==> src/rtl/space_to_depth_address_generator_macros.svh <==
// Assertion macros for the space-to-depth address generator.
// Needs a clock named clk and an active-low reset named rst_n in the using module.
`ifndef SPACE_TO_DEPTH_ADDRESS_GENERATOR_MACROS_SVH
`define SPACE_TO_DEPTH_ADDRESS_GENERATOR_MACROS_SVH
`ifndef SYNTHESIS
// Check a property on every clock edge outside reset.
`define S2D_ASSERT(label, prop, msg) \
  label: assert property (@(posedge clk) disable iff (!rst_n) (prop)) else $error(msg);
// Check that a condition never holds outside reset.
`define S2D_ASSERT_NEVER(label, cond, msg) \
  label: assert property (@(posedge clk) disable iff (!rst_n) !(cond)) else $error(msg);
`else
`define S2D_ASSERT(label, prop, msg)
`define S2D_ASSERT_NEVER(label, cond, msg)
`endif
`endif

==> src/rtl/s2d_pkg.sv <==
// Shared types, constants and helper functions of the space-to-depth address generator.
// No dependencies.
`default_nettype none

package s2d_pkg;

  localparam int DIM_W    = 11;
  localparam int CHAN_W   = 13;
  localparam int STRIDE_W = 4;
  localparam int COL_W    = 10;
  localparam int ROW_W    = 10;
  localparam int CCNT_W   = 12;
  localparam int IDX_W    = 32;
  localparam int PADDR_W  = 4;
  localparam int PDATA_W  = 32;

  localparam logic [DIM_W-1:0]    MAX_DIM      = 11'd1024;
  localparam logic [CHAN_W-1:0]   MAX_CHANNELS = 13'd4096;
  localparam logic [STRIDE_W-1:0] MAX_STRIDE   = 4'd8;

  // Divider: dividend and divisor width, one quotient bit per cycle
  localparam int DIV_W     = 13;
  localparam int DIV_CNT_W = 4;
  localparam logic [DIV_CNT_W-1:0] DIV_STEPS = 4'd13;

  // Register indexes
  localparam logic [1:0] REG_WIDTH    = 2'd0;
  localparam logic [1:0] REG_HEIGHT   = 2'd1;
  localparam logic [1:0] REG_CHANNELS = 2'd2;
  localparam logic [1:0] REG_STRIDE   = 2'd3;

  // Divider operand selects
  localparam logic [1:0] DIV_SEL_GROUPS = 2'd0;  // channels / stride^2
  localparam logic [1:0] DIV_SEL_CHAN   = 2'd1;  // channel / groups
  localparam logic [1:0] DIV_SEL_PHASE  = 2'd2;  // phase / stride

  // Multiply-add steps
  localparam logic [2:0] MAC_DST_INNER = 3'd0;  // h*chan + row
  localparam logic [2:0] MAC_DST       = 3'd1;  // w*t + col
  localparam logic [2:0] MAC_SRC_ROW   = 3'd2;  // h*group + row
  localparam logic [2:0] MAC_SRC_PLANE = 3'd3;  // s*t + hoff
  localparam logic [2:0] MAC_SRC_COL   = 3'd4;  // w*t + col
  localparam logic [2:0] MAC_SRC       = 3'd5;  // s*t + woff
  localparam logic [2:0] MAC_FIRST     = MAC_DST_INNER;
  localparam logic [2:0] MAC_LAST      = MAC_SRC;

  typedef struct packed {
    logic [DIM_W-1:0]    width;
    logic [DIM_W-1:0]    height;
    logic [CHAN_W-1:0]   channels;
    logic [STRIDE_W-1:0] stride;
  } cfg_t;

  typedef struct packed {
    logic       accept;
    logic       div_start;
    logic [1:0] div_sel;
    logic       latch_chan;
    logic       latch_phase;
    logic       mac_en;
    logic [2:0] mac_step;
    logic       emit;
  } dp_cmd_t;

  typedef struct packed {
    logic cfg_err;
    logic div_busy;
    logic out_free;
  } dp_sts_t;

  function automatic logic [DIM_W-1:0] eff_dim(input logic [DIM_W-1:0] v);
    return (v == '0) ? DIM_W'(1) : ((v > MAX_DIM) ? MAX_DIM : v);
  endfunction

  function automatic logic [CHAN_W-1:0] eff_chan(input logic [CHAN_W-1:0] v);
    return (v == '0) ? CHAN_W'(1) : ((v > MAX_CHANNELS) ? MAX_CHANNELS : v);
  endfunction

  function automatic logic [STRIDE_W-1:0] eff_stride(input logic [STRIDE_W-1:0] v);
    return (v == '0) ? STRIDE_W'(1) : ((v > MAX_STRIDE) ? MAX_STRIDE : v);
  endfunction

endpackage

`default_nettype wire

==> src/rtl/s2d_stream_if.sv <==
// Valid/ready stream interfaces for the input beats and the result beats.
// No dependencies besides the package widths.
`default_nettype none

interface s2d_in_if;
  logic valid;
  logic ready;
  logic restart;

  modport source (output valid, output restart, input ready);
  modport sink   (input valid, input restart, output ready);
endinterface

interface s2d_out_if;
  logic                     valid;
  logic                     ready;
  logic [s2d_pkg::IDX_W-1:0] dest_index;
  logic [s2d_pkg::IDX_W-1:0] src_index;
  logic                     last;
  logic                     config_error;

  modport source (output valid, output dest_index, output src_index, output last,
                  output config_error, input ready);
  modport sink   (input valid, input dest_index, input src_index, input last,
                  input config_error, output ready);
endinterface

`default_nettype wire

==> src/rtl/s2d_regs.sv <==
// APB-style configuration registers: width, height, channels, stride.
// Depends on s2d_pkg.
`default_nettype none

module s2d_regs (
  input  logic                          clk,
  input  logic                          rst_n,
  input  logic                          psel,
  input  logic                          penable,
  input  logic                          pwrite,
  input  logic [s2d_pkg::PADDR_W-1:0]   paddr,
  input  logic [s2d_pkg::PDATA_W-1:0]   pwdata,
  output logic [s2d_pkg::PDATA_W-1:0]   prdata,
  output s2d_pkg::cfg_t                 cfg
);

  logic [s2d_pkg::DIM_W-1:0]    width_r;
  logic [s2d_pkg::DIM_W-1:0]    height_r;
  logic [s2d_pkg::CHAN_W-1:0]   channels_r;
  logic [s2d_pkg::STRIDE_W-1:0] stride_r;
  logic [1:0]                   reg_idx;

  assign reg_idx = paddr[3:2];

  always_ff @(posedge clk) begin
    if (!rst_n) begin
      width_r    <= s2d_pkg::DIM_W'(1);
      height_r   <= s2d_pkg::DIM_W'(1);
      channels_r <= s2d_pkg::CHAN_W'(1);
      stride_r   <= s2d_pkg::STRIDE_W'(1);
    end else if (psel && penable && pwrite) begin
      case (reg_idx)
        s2d_pkg::REG_WIDTH:    width_r    <= pwdata[s2d_pkg::DIM_W-1:0];
        s2d_pkg::REG_HEIGHT:   height_r   <= pwdata[s2d_pkg::DIM_W-1:0];
        s2d_pkg::REG_CHANNELS: channels_r <= pwdata[s2d_pkg::CHAN_W-1:0];
        s2d_pkg::REG_STRIDE:   stride_r   <= pwdata[s2d_pkg::STRIDE_W-1:0];
        default: ;
      endcase
    end
  end

  always_comb begin
    case (reg_idx)
      s2d_pkg::REG_WIDTH:    prdata = s2d_pkg::PDATA_W'(width_r);
      s2d_pkg::REG_HEIGHT:   prdata = s2d_pkg::PDATA_W'(height_r);
      s2d_pkg::REG_CHANNELS: prdata = s2d_pkg::PDATA_W'(channels_r);
      s2d_pkg::REG_STRIDE:   prdata = s2d_pkg::PDATA_W'(stride_r);
      default:               prdata = '0;
    endcase
  end

  assign cfg.width    = width_r;
  assign cfg.height   = height_r;
  assign cfg.channels = channels_r;
  assign cfg.stride   = stride_r;

endmodule

`default_nettype wire

==> src/rtl/s2d_divider.sv <==
// Restoring divider, one quotient bit per cycle, 13-bit operands.
// Depends on s2d_pkg and the assertion macro header.
`default_nettype none
`include "space_to_depth_address_generator_macros.svh"

module s2d_divider (
  input  logic                      clk,
  input  logic                      rst_n,
  input  logic                      start,
  input  logic [s2d_pkg::DIV_W-1:0] dividend,
  input  logic [s2d_pkg::DIV_W-1:0] divisor,
  output logic                      busy,
  output logic [s2d_pkg::DIV_W-1:0] quotient,
  output logic [s2d_pkg::DIV_W-1:0] remainder
);

  logic [s2d_pkg::DIV_CNT_W-1:0] cnt_r;
  logic [s2d_pkg::DIV_W-1:0]     rem_r;
  logic [s2d_pkg::DIV_W-1:0]     quo_r;
  logic [s2d_pkg::DIV_W-1:0]     dvs_r;
  logic [s2d_pkg::DIV_W:0]       shifted;
  logic [s2d_pkg::DIV_W+1:0]     diff;
  logic                          fits;

  // Shift in the next dividend bit and try a subtract
  assign shifted = {rem_r, quo_r[s2d_pkg::DIV_W-1]};
  assign diff    = {1'b0, shifted} - {2'b00, dvs_r};
  assign fits    = !diff[s2d_pkg::DIV_W+1];

  always_ff @(posedge clk) begin
    if (!rst_n) begin
      cnt_r <= '0;
    end else if (start) begin
      cnt_r <= s2d_pkg::DIV_STEPS;
    end else if (cnt_r != '0) begin
      cnt_r <= cnt_r - s2d_pkg::DIV_CNT_W'(1);
    end
  end

  always_ff @(posedge clk) begin
    if (!rst_n) begin
      rem_r <= '0;
      quo_r <= '0;
      dvs_r <= '0;
    end else if (start) begin
      rem_r <= '0;
      quo_r <= dividend;
      dvs_r <= divisor;
    end else if (cnt_r != '0) begin
      rem_r <= fits ? diff[s2d_pkg::DIV_W-1:0] : shifted[s2d_pkg::DIV_W-1:0];
      quo_r <= {quo_r[s2d_pkg::DIV_W-2:0], fits};
    end
  end

  assign busy      = (cnt_r != '0);
  assign quotient  = quo_r;
  assign remainder = rem_r;

  `S2D_ASSERT(a_div_hold_idle, !busy && !start |=> $stable(quo_r) && $stable(rem_r),
              "divider result moved while idle")

endmodule

`default_nettype wire

==> src/rtl/s2d_datapath.sv <==
// Datapath: element counters, shared divider, multiply-add unit, result register.
// Depends on s2d_pkg, s2d_divider and the assertion macro header.
`default_nettype none
`include "space_to_depth_address_generator_macros.svh"

module s2d_datapath (
  input  logic                      clk,
  input  logic                      rst_n,
  input  s2d_pkg::cfg_t             cfg,
  input  s2d_pkg::dp_cmd_t          cmd,
  output s2d_pkg::dp_sts_t          sts,
  input  logic                      in_restart,
  input  logic                      out_ready,
  output logic                      out_valid,
  output logic [s2d_pkg::IDX_W-1:0] out_dest_index,
  output logic [s2d_pkg::IDX_W-1:0] out_src_index,
  output logic                      out_last,
  output logic                      out_config_error
);

  logic [s2d_pkg::DIM_W-1:0]    w;
  logic [s2d_pkg::DIM_W-1:0]    h;
  logic [s2d_pkg::CHAN_W-1:0]   c;
  logic [s2d_pkg::STRIDE_W-1:0] s;
  logic [7:0]                   s_sq;
  logic                         cfg_err;

  logic [s2d_pkg::COL_W-1:0]  col_r, col_nxt;
  logic [s2d_pkg::ROW_W-1:0]  row_r, row_nxt;
  logic [s2d_pkg::CCNT_W-1:0] chan_r, chan_nxt;
  logic                       col_end, row_end, chan_end, is_last;

  logic [s2d_pkg::CCNT_W-1:0] group_r;
  logic [s2d_pkg::CCNT_W-1:0] hoff_r;
  logic [2:0]                 woff_r;

  logic [s2d_pkg::DIV_W-1:0] div_a, div_b, div_q, div_rem;
  logic                      div_busy;

  logic [s2d_pkg::IDX_W-1:0]  mac_a;
  logic [s2d_pkg::DIM_W-1:0]  mac_b;
  logic [s2d_pkg::DIV_W-1:0]  mac_c;
  logic [s2d_pkg::IDX_W-1:0]  mac_nxt;
  logic [s2d_pkg::IDX_W-1:0]  t_r, dst_r, src_r;

  logic                      out_valid_r;
  logic [s2d_pkg::IDX_W-1:0] out_dst_r, out_src_r;
  logic                      out_last_r, out_err_r;

  assign w    = s2d_pkg::eff_dim(cfg.width);
  assign h    = s2d_pkg::eff_dim(cfg.height);
  assign c    = s2d_pkg::eff_chan(cfg.channels);
  assign s    = s2d_pkg::eff_stride(cfg.stride);
  assign s_sq = 8'(s) * 8'(s);
  assign cfg_err = (c < s2d_pkg::CHAN_W'(s_sq));

  // Counter wrap tests: at or beyond the final value
  assign col_end  = ((s2d_pkg::DIM_W'(col_r) + s2d_pkg::DIM_W'(1)) >= w);
  assign row_end  = ((s2d_pkg::DIM_W'(row_r) + s2d_pkg::DIM_W'(1)) >= h);
  assign chan_end = ((s2d_pkg::CHAN_W'(chan_r) + s2d_pkg::CHAN_W'(1)) >= c);
  assign is_last  = col_end && row_end && chan_end;

  always_comb begin
    col_nxt  = col_r;
    row_nxt  = row_r;
    chan_nxt = chan_r;
    if (cmd.accept && in_restart) begin
      col_nxt  = '0;
      row_nxt  = '0;
      chan_nxt = '0;
    end else if (cmd.emit && !cfg_err) begin
      if (col_end) begin
        col_nxt = '0;
        if (row_end) begin
          row_nxt  = '0;
          chan_nxt = chan_end ? '0 : chan_r + s2d_pkg::CCNT_W'(1);
        end else begin
          row_nxt = row_r + s2d_pkg::ROW_W'(1);
        end
      end else begin
        col_nxt = col_r + s2d_pkg::COL_W'(1);
      end
    end
  end

  always_ff @(posedge clk) begin
    if (!rst_n) begin
      col_r  <= '0;
      row_r  <= '0;
      chan_r <= '0;
    end else begin
      col_r  <= col_nxt;
      row_r  <= row_nxt;
      chan_r <= chan_nxt;
    end
  end

  // Divider operands: the quotient of one pass feeds the next
  always_comb begin
    case (cmd.div_sel)
      s2d_pkg::DIV_SEL_GROUPS: begin
        div_a = c;
        div_b = s2d_pkg::DIV_W'(s_sq);
      end
      s2d_pkg::DIV_SEL_CHAN: begin
        div_a = s2d_pkg::DIV_W'(chan_r);
        div_b = div_q;
      end
      s2d_pkg::DIV_SEL_PHASE: begin
        div_a = div_q;
        div_b = s2d_pkg::DIV_W'(s);
      end
      default: begin
        div_a = c;
        div_b = s2d_pkg::DIV_W'(s_sq);
      end
    endcase
  end

  s2d_divider u_div (
    .clk       (clk),
    .rst_n     (rst_n),
    .start     (cmd.div_start),
    .dividend  (div_a),
    .divisor   (div_b),
    .busy      (div_busy),
    .quotient  (div_q),
    .remainder (div_rem)
  );

  always_ff @(posedge clk) begin
    if (cmd.latch_chan) begin
      group_r <= div_rem[s2d_pkg::CCNT_W-1:0];
    end
    if (cmd.latch_phase) begin
      hoff_r <= div_q[s2d_pkg::CCNT_W-1:0];
      woff_r <= div_rem[2:0];
    end
  end

  // Multiply-add operands per step, all modulo 2^32
  always_comb begin
    case (cmd.mac_step)
      s2d_pkg::MAC_DST_INNER: begin
        mac_a = s2d_pkg::IDX_W'(chan_r);
        mac_b = h;
        mac_c = s2d_pkg::DIV_W'(row_r);
      end
      s2d_pkg::MAC_DST: begin
        mac_a = t_r;
        mac_b = w;
        mac_c = s2d_pkg::DIV_W'(col_r);
      end
      s2d_pkg::MAC_SRC_ROW: begin
        mac_a = s2d_pkg::IDX_W'(group_r);
        mac_b = h;
        mac_c = s2d_pkg::DIV_W'(row_r);
      end
      s2d_pkg::MAC_SRC_PLANE: begin
        mac_a = t_r;
        mac_b = s2d_pkg::DIM_W'(s);
        mac_c = s2d_pkg::DIV_W'(hoff_r);
      end
      s2d_pkg::MAC_SRC_COL: begin
        mac_a = t_r;
        mac_b = w;
        mac_c = s2d_pkg::DIV_W'(col_r);
      end
      s2d_pkg::MAC_SRC: begin
        mac_a = t_r;
        mac_b = s2d_pkg::DIM_W'(s);
        mac_c = s2d_pkg::DIV_W'(woff_r);
      end
      default: begin
        mac_a = t_r;
        mac_b = w;
        mac_c = '0;
      end
    endcase
  end

  assign mac_nxt = mac_a * s2d_pkg::IDX_W'(mac_b) + s2d_pkg::IDX_W'(mac_c);

  always_ff @(posedge clk) begin
    if (cmd.mac_en) begin
      case (cmd.mac_step)
        s2d_pkg::MAC_DST: dst_r <= mac_nxt;
        s2d_pkg::MAC_SRC: src_r <= mac_nxt;
        default:          t_r   <= mac_nxt;
      endcase
    end
  end

  // Result register: frees the controller while the beat waits
  always_ff @(posedge clk) begin
    if (!rst_n) begin
      out_valid_r <= 1'b0;
    end else if (cmd.emit) begin
      out_valid_r <= 1'b1;
    end else if (out_ready) begin
      out_valid_r <= 1'b0;
    end
  end

  always_ff @(posedge clk) begin
    if (cmd.emit) begin
      if (cfg_err) begin
        out_dst_r  <= '0;
        out_src_r  <= '0;
        out_last_r <= 1'b0;
        out_err_r  <= 1'b1;
      end else begin
        out_dst_r  <= dst_r;
        out_src_r  <= src_r;
        out_last_r <= is_last;
        out_err_r  <= 1'b0;
      end
    end
  end

  assign out_valid        = out_valid_r;
  assign out_dest_index   = out_dst_r;
  assign out_src_index    = out_src_r;
  assign out_last         = out_last_r;
  assign out_config_error = out_err_r;

  assign sts.cfg_err  = cfg_err;
  assign sts.div_busy = div_busy;
  assign sts.out_free = !out_valid_r || out_ready;

  `S2D_ASSERT_NEVER(a_out_overwrite, cmd.emit && out_valid_r && !out_ready,
                    "result register loaded while a beat is pending")
  `S2D_ASSERT(a_err_zero, out_valid_r && out_err_r |-> (out_dst_r == '0) &&
              (out_src_r == '0) && !out_last_r, "error beat carries nonzero fields")

endmodule

`default_nettype wire

==> src/rtl/s2d_ctrl.sv <==
// Controller: sequences accept, three divider passes, six multiply-add steps and emit.
// Depends on s2d_pkg and the assertion macro header.
`default_nettype none
`include "space_to_depth_address_generator_macros.svh"

module s2d_ctrl (
  input  logic             clk,
  input  logic             rst_n,
  input  logic             in_valid,
  output logic             in_ready,
  input  s2d_pkg::dp_sts_t sts,
  output s2d_pkg::dp_cmd_t cmd
);

  localparam logic [2:0] ST_IDLE    = 3'd0;
  localparam logic [2:0] ST_DIV_GRP = 3'd1;
  localparam logic [2:0] ST_DIV_CHN = 3'd2;
  localparam logic [2:0] ST_DIV_PHS = 3'd3;
  localparam logic [2:0] ST_MAC     = 3'd4;
  localparam logic [2:0] ST_EMIT    = 3'd5;

  logic [2:0] state_r, state_nxt;
  logic [2:0] step_r, step_nxt;

  always_comb begin
    cmd       = '0;
    state_nxt = state_r;
    step_nxt  = step_r;
    in_ready  = (state_r == ST_IDLE);
    case (state_r)
      ST_IDLE: begin
        if (in_valid) begin
          cmd.accept = 1'b1;
          if (sts.cfg_err) begin
            state_nxt = ST_EMIT;
          end else begin
            cmd.div_start = 1'b1;
            cmd.div_sel   = s2d_pkg::DIV_SEL_GROUPS;
            state_nxt     = ST_DIV_GRP;
          end
        end
      end
      ST_DIV_GRP: begin
        if (!sts.div_busy) begin
          cmd.div_start = 1'b1;
          cmd.div_sel   = s2d_pkg::DIV_SEL_CHAN;
          state_nxt     = ST_DIV_CHN;
        end
      end
      ST_DIV_CHN: begin
        if (!sts.div_busy) begin
          cmd.latch_chan = 1'b1;
          cmd.div_start  = 1'b1;
          cmd.div_sel    = s2d_pkg::DIV_SEL_PHASE;
          state_nxt      = ST_DIV_PHS;
        end
      end
      ST_DIV_PHS: begin
        if (!sts.div_busy) begin
          cmd.latch_phase = 1'b1;
          step_nxt        = s2d_pkg::MAC_FIRST;
          state_nxt       = ST_MAC;
        end
      end
      ST_MAC: begin
        cmd.mac_en   = 1'b1;
        cmd.mac_step = step_r;
        if (step_r == s2d_pkg::MAC_LAST) begin
          state_nxt = ST_EMIT;
        end else begin
          step_nxt = step_r + 3'd1;
        end
      end
      ST_EMIT: begin
        if (sts.out_free) begin
          cmd.emit  = 1'b1;
          state_nxt = ST_IDLE;
        end
      end
      default: begin
        state_nxt = ST_IDLE;
      end
    endcase
  end

  always_ff @(posedge clk) begin
    if (!rst_n) begin
      state_r <= ST_IDLE;
      step_r  <= s2d_pkg::MAC_FIRST;
    end else begin
      state_r <= state_nxt;
      step_r  <= step_nxt;
    end
  end

  `S2D_ASSERT_NEVER(a_div_start_busy, cmd.div_start && sts.div_busy,
                    "divider restarted mid-division")
  `S2D_ASSERT(a_emit_then_idle, cmd.emit |=> in_ready,
              "controller not ready after emitting a beat")

endmodule

`default_nettype wire

==> src/rtl/space_to_depth_address_generator.sv <==
// Space-to-depth address generator: one input beat yields one result beat (dest/src index).
// An input beat is taken only in idle, after the previous result has been emitted; between
// accept and result valid lie three passes of the shared bit-serial divider,
// the phase latch, six multiply-add steps and the emit, which waits for a free
// result register. With channels below stride squared an error beat is emitted instead.
// Reset (rst_n, synchronous): registers to 1, counters to zero, no result pending.
`default_nettype none

module space_to_depth_address_generator (
  input  logic                        clk,
  input  logic                        rst_n,
  s2d_in_if.sink                      in_ch,
  s2d_out_if.source                   out_ch,
  input  logic                        psel,
  input  logic                        penable,
  input  logic                        pwrite,
  input  logic [s2d_pkg::PADDR_W-1:0] paddr,
  input  logic [s2d_pkg::PDATA_W-1:0] pwdata,
  output logic [s2d_pkg::PDATA_W-1:0] prdata,
  output logic                        pready
);

  s2d_pkg::cfg_t    cfg;
  s2d_pkg::dp_cmd_t cmd;
  s2d_pkg::dp_sts_t sts;

  // Zero-wait-state register port
  assign pready = 1'b1;

  // Raw register values; saturation and zero handling happen in the datapath
  s2d_regs u_regs (
    .clk     (clk),
    .rst_n   (rst_n),
    .psel    (psel),
    .penable (penable),
    .pwrite  (pwrite),
    .paddr   (paddr),
    .pwdata  (pwdata),
    .prdata  (prdata),
    .cfg     (cfg)
  );

  // Controller: take a beat in idle, walk the divider passes
  // (groups, channel split, phase split), then the multiply-add steps,
  // and hand the result to the output register once it is free.
  s2d_ctrl u_ctrl (
    .clk      (clk),
    .rst_n    (rst_n),
    .in_valid (in_ch.valid),
    .in_ready (in_ch.ready),
    .sts      (sts),
    .cmd      (cmd)
  );

  // Datapath: counters advance only when a beat is emitted, restart clears
  // them on accept; the output register holds the beat until taken, so the
  // next input beat is accepted while a result still waits.
  s2d_datapath u_dp (
    .clk              (clk),
    .rst_n            (rst_n),
    .cfg              (cfg),
    .cmd              (cmd),
    .sts              (sts),
    .in_restart       (in_ch.restart),
    .out_ready        (out_ch.ready),
    .out_valid        (out_ch.valid),
    .out_dest_index   (out_ch.dest_index),
    .out_src_index    (out_ch.src_index),
    .out_last         (out_ch.last),
    .out_config_error (out_ch.config_error)
  );

endmodule

`default_nettype wire
==> src/flat_wrapper.sv <==
// flat-port wrapper written by rule: the top's interface ports become plain ports
module space_to_depth_address_generator_flat 
  (clk, rst_n, psel, penable, pwrite, paddr, pwdata, prdata, pready, in_ch_valid, in_ch_restart, in_ch_ready, out_ch_valid, out_ch_dest_index, out_ch_src_index, out_ch_last, out_ch_config_error, out_ch_ready);
  s2d_in_if in_ch_i ();
  s2d_out_if out_ch_i ();
  input  logic clk;
  input  logic rst_n;
  input  logic psel;
  input  logic penable;
  input  logic pwrite;
  input  logic [s2d_pkg::PADDR_W-1:0] paddr;
  input  logic [s2d_pkg::PDATA_W-1:0] pwdata;
  output logic [s2d_pkg::PDATA_W-1:0] prdata;
  output logic pready;
  input wire logic [$bits(in_ch_i.valid)-1:0] in_ch_valid;
  input wire logic [$bits(in_ch_i.restart)-1:0] in_ch_restart;
  output wire logic [$bits(in_ch_i.ready)-1:0] in_ch_ready;
  output wire logic [$bits(out_ch_i.valid)-1:0] out_ch_valid;
  output wire logic [$bits(out_ch_i.dest_index)-1:0] out_ch_dest_index;
  output wire logic [$bits(out_ch_i.src_index)-1:0] out_ch_src_index;
  output wire logic [$bits(out_ch_i.last)-1:0] out_ch_last;
  output wire logic [$bits(out_ch_i.config_error)-1:0] out_ch_config_error;
  input wire logic [$bits(out_ch_i.ready)-1:0] out_ch_ready;
  assign in_ch_i.valid = in_ch_valid;
  assign in_ch_i.restart = in_ch_restart;
  assign in_ch_ready = in_ch_i.ready;
  assign out_ch_valid = out_ch_i.valid;
  assign out_ch_dest_index = out_ch_i.dest_index;
  assign out_ch_src_index = out_ch_i.src_index;
  assign out_ch_last = out_ch_i.last;
  assign out_ch_config_error = out_ch_i.config_error;
  assign out_ch_i.ready = out_ch_ready;
  space_to_depth_address_generator u_core (.clk(clk), .rst_n(rst_n), .in_ch(in_ch_i), .out_ch(out_ch_i), .psel(psel), .penable(penable), .pwrite(pwrite), .paddr(paddr), .pwdata(pwdata), .prdata(prdata), .pready(pready));
endmodule
==> config.mk <==
export PLATFORM = sky130hd
export DESIGN_NAME = space_to_depth_address_generator_flat
export DESIGN_NICKNAME = d
export VERILOG_FILES = /design/src/rtl/s2d_pkg.sv /design/src/rtl/s2d_stream_if.sv /design/src/rtl/s2d_regs.sv /design/src/rtl/s2d_divider.sv /design/src/rtl/s2d_datapath.sv /design/src/rtl/s2d_ctrl.sv /design/src/rtl/space_to_depth_address_generator.sv /design/src/flat_wrapper.sv
export VERILOG_INCLUDE_DIRS = /design/src /design/src/rtl
export SDC_FILE = /design/constraint.sdc
export NUM_CORES = 1
export LEC_CHECK = 0
export BUFFER_PORTS_ARGS = -buffer_cell sky130_fd_sc_hd__buf_2
export CAP_MARGIN = 40
export CORE_MARGIN = 5
export CORE_UTILIZATION = 40
export DETAILED_ROUTE_END_ITERATION = 8
export GPL_TIMING_DRIVEN = 0
export REMOVE_ABC_BUFFERS = 1
export SYNTH_ARGS = -nofsm -noshare
export SYNTH_HDL_FRONTEND = slang
export SYNTH_HIERARCHICAL = 1
export SYNTH_SLANG_ARGS = --single-unit
==> constraint.sdc <==
create_clock -name clk -period 6.8 [get_ports clk]
set_clock_uncertainty 0.05 [all_clocks]
set_input_delay 0.68 -clock clk [delete_from_list [all_inputs] [get_ports clk]]
set_output_delay 0.68 -clock clk [all_outputs]
set_load 0.05 [all_outputs]
==> flow_metrics.env <==
export IMPL_status="finished with violations"
export IMPL_violations="setup timing"
export IMPL_syn_to_final_growth_pct=18.13
export IMPL_die_height_um=257.8
export IMPL_worst_path_most_repeated_cell="fa_1"
export IMPL_dp_hpwl_mm=51.15
export IMPL_finalSetupViolations=30
export IMPL_drive_gt1_frac=0.1779
export IMPL_layout_common_cells="nand2_1, inv_1, fa_1, edfxtp_1, nor2_1"
export IMPL_grt_pass1_vias=19110
export IMPL_route_vias_total=18570
export IMPL_fin_util=0.4790
export IMPL_finalCriticalPeriod_ns=7.189
export IMPL_drtPass1Iterations=6
export IMPL_p_leak_uw=0.01201
export IMPL_yosysSeqAreaShare=0.3296
export IMPL_antenna_left=0
export IMPL_drt_iter0_drc=1209
export IMPL_path_clk_slew_ns=0.06
export IMPL_die_w_um=257.8
export IMPL_multiInputGateArea_mm2=0.01579
export IMPL_start_util=0.4055
export IMPL_dieArea_mm2=0.06647
export IMPL_numCtsBuffers=37
export IMPL_post_route_period_util=1.057
export IMPL_register_area_mm2=0.008109
export IMPL_timing_hold_ws_ns=0.3115
export IMPL_synth_xor_area_frac=0.02893
export IMPL_cp_arrival_ns=7.43
export IMPL_finalInstanceArea_mm2=0.02902
export IMPL_pin_count=145
export IMPL_worstHoldPathType="primary input to register"
export IMPL_final_hold_viol_count=0
export IMPL_gr_total_overflow=0
export IMPL_final_common_cell="nand2_1"
export IMPL_yosys_area_share_adder=0.2573
export IMPL_yosysTopAreaCell="edfxtp_1"
export IMPL_power_density_mw_per_mm2=215.3
export IMPL_wl_mm=68.54
export IMPL_start_kind="register"
export IMPL_ir_worst_vdd_v=0.0002297
export IMPL_slew_limit_headroom=0.4305
export IMPL_worstPathRequired_ns=7.04
export IMPL_synthTopCellsByArea="edfxtp_1, fa_1, dfxtp_1"
export IMPL_port_buffers=103
export IMPL_synth_top_family_by_area="adder cells"
export IMPL_wire_per_inst_um=19.63
export IMPL_core_mm2=0.06058
export IMPL_synth_edf_count=189
export IMPL_diodes=0
export IMPL_max_cap_viol_count=0
export IMPL_h_tree_depth=2
export IMPL_cpPeakStageDelay_ns=0.57
export IMPL_synth_seq_cells=310
export IMPL_clock_latency_ns=0.57
export IMPL_clock_sinks=310
export IMPL_syn_area_mm2=0.02457
export IMPL_worst_setup_path_type="register to register"
export IMPL_clockBufferDepth=3
export IMPL_cts_tree="yes"
export IMPL_grt_max_degree=51
export IMPL_ys_async_sr_fraction=0
export IMPL_dpl_cell_area_mm2=0.02602
export IMPL_fmax_mhz=139.1
export IMPL_synthSimpleGateAreaFrac=0.1728
export IMPL_slowest_stage="fa_1"
export IMPL_maxSlewViolCount=0
export IMPL_drc_errors=0
export IMPL_nets=3091
export IMPL_ys_warn_count=6
export IMPL_avgSynthCellArea_um2=9.656
export IMPL_synth_flop_cell="edfxtp_1"
export IMPL_cp_end_kind="register"
export IMPL_synth_compound_area_frac=0.09545
export IMPL_synth_cell_types=93
export IMPL_grt_first_pass_wirelength_mm=107.8
export IMPL_grtUsageTotal=0.2034
export IMPL_fin_ws_ns=-0.3890
export IMPL_viasPerCell=5.320
export IMPL_path_max_fanout=7
export IMPL_rsz0062_at_grt="true"
export IMPL_synth_mux_area_frac=0.03728
export IMPL_synth_top_area_share=0.2310
export IMPL_holdBufCountCts=0
export IMPL_nFillCells=5620
export IMPL_rows=90
export IMPL_root_buffer="clkbuf_16"
export IMPL_antenna_found_initial=0
export IMPL_worst_pin_slew_ns=0.8525
export IMPL_syn_inst=2544
export IMPL_gp_congestion=0.9073
-- critical path, delay by kind of cell (launching register included) --
kind	cells	cell delay, ns
adder cells (fa/ha/maj)	6	2.86
AO/OA/AOI/OAI	6	1.57
AND/OR/NAND/NOR	6	1.03
buffers and inverters	5	0.53
multiplexers	1	0.36
flip-flops	1	0.35
XOR/XNOR	1	0.15
-- logic make-up after synthesis --
kind of cell | after synthesis
other | 4
AOI/OAI and AO/OA | 361
adders and majority gates | 366
and+or+nand+nor | 883
xor gates and xnor gates | 78
muxes | 86
DFF | 310
buffers and inverters | 456
-- metal layers --
metal / track usage / routed length [um] / vias to the layer above
li1: - / - / 8654
met1: 0.2658 / 28950 / 9198
met2: 0.3412 / 32980 / 580
met3: 0.03458 / 3792 / 139
met4: 0.07654 / 2809 / 0
met5: 0 / 0 / -
-- through the flow --
step | total power [uW] | std cells | setup WS, ns | setup TNS [ns]
3_5_place_dp | 4186 | 3345 | -2.444 | -103.97
6_report | 6250 | 3491 | -0.3890 | -4.780
4_1_cts | 6286 | 3478 | -0.2898 | -3.462
5_1_grt | 6577 | 3491 | -0.5625 | -13.23
2_1_floorplan | 3599 | 2430 | -1.374 | -82.54
3_3_place_gp | 4052 | 3315 | -4.987 | -428.99
-- report_power, final --
| group | total (uW) | internal, uW | switching [uW] |
|---|---|---|---|
| sequential | 2350 | 2210 | 139 |
| clock | 1950 | 1120 | 827 |
| combinational | 1950 | 704 | 1250 |
| total | 6250 | 4040 | 2210 |
-- sequential cells by signal (all words and copies together), names as in the netlist, 4 cells and up --
signal	count
u_core/u_dp/chan_r	12
u_core/u_dp/col_r	10
u_core/u_dp/dst_r	32
u_core/u_dp/group_r	12
u_core/u_dp/hoff_r	12
u_core/u_dp/out_dest_index	32
u_core/u_dp/out_src_index	32
u_core/u_dp/row_r	10
u_core/u_dp/src_r	32
u_core/u_dp/t_r	32
u_core/u_dp/u_div/cnt_r	4
u_core/u_dp/u_div/dvs_r	13
u_core/u_dp/u_div/quotient	13
u_core/u_dp/u_div/remainder	13
u_core/u_regs/channels_r	13
u_core/u_regs/height_r	11
u_core/u_regs/stride_r	4
u_core/u_regs/width_r	11
-- final timing paths --
check	startpoint	to	slack, ns	cells past startpoint
max reg2reg	u_core/u_ctrl/state_r[0]	u_core/u_dp/t_r[31]	-0.39	25
min	pwdata[12]	u_core/u_regs/channels_r[12]	0.31	3
min reg2reg	u_core/u_dp/u_div/remainder[12]	u_core/u_dp/u_div/remainder[12]	0.40	2
max	u_core/u_ctrl/state_r[0]	u_core/u_dp/t_r[31]	-0.39	25
-- layout make-up --
| cell class | count | share of cell area |
|---|---|---|
| Clock buffer | 47 | 0.03423 |
| Sequential cell | 310 | 0.2794 |
| Clock inverter | 20 | 0.006683 |
| Timing Repair Buffer | 208 | 0.05997 |
| Multi-Input combinational cell | 1801 | 0.5442 |
| Tap cell | 782 | 0.03372 |
| Inverter | 323 | 0.04178 |
-- Yosys cell counts (5+ instances only) --
cell type    n
nand2_1    345
inv_1      320
fa_1       232
edfxtp_1   189
nor2_1     178
a21oi_1    137
nor2b_1    137
ha_1       134
dfxtp_1    121
mux2i_1     81
clkbuf_1    80
nand3_1     61
o21ai_0     58
xnor2_1     53
a21o_1      33
buf_4       28
and2_1      27
xor2_1      23
and3_1      22
nor3_1      22
nand2b_1    21
a221oi_1    16
nor4_1      12
o21a_1      12
a211oi_1    11
a22oi_1     10
nand4_1     10
a22o_1       9
buf_6        9
o211ai_1     8
a31oi_1      7
a32o_1       7
buf_2        7
buf_1        6
nand3b_1     5
o22ai_1      5
o31a_1       5
-- repair_timing --
action,CTS,global route
setup endpoints to repair,75,54
gates resized for setup,199,52
gates cloned,6,0
buffers inserted,60,13
pin swaps,102,49
(Power assumes the default switching activity.)
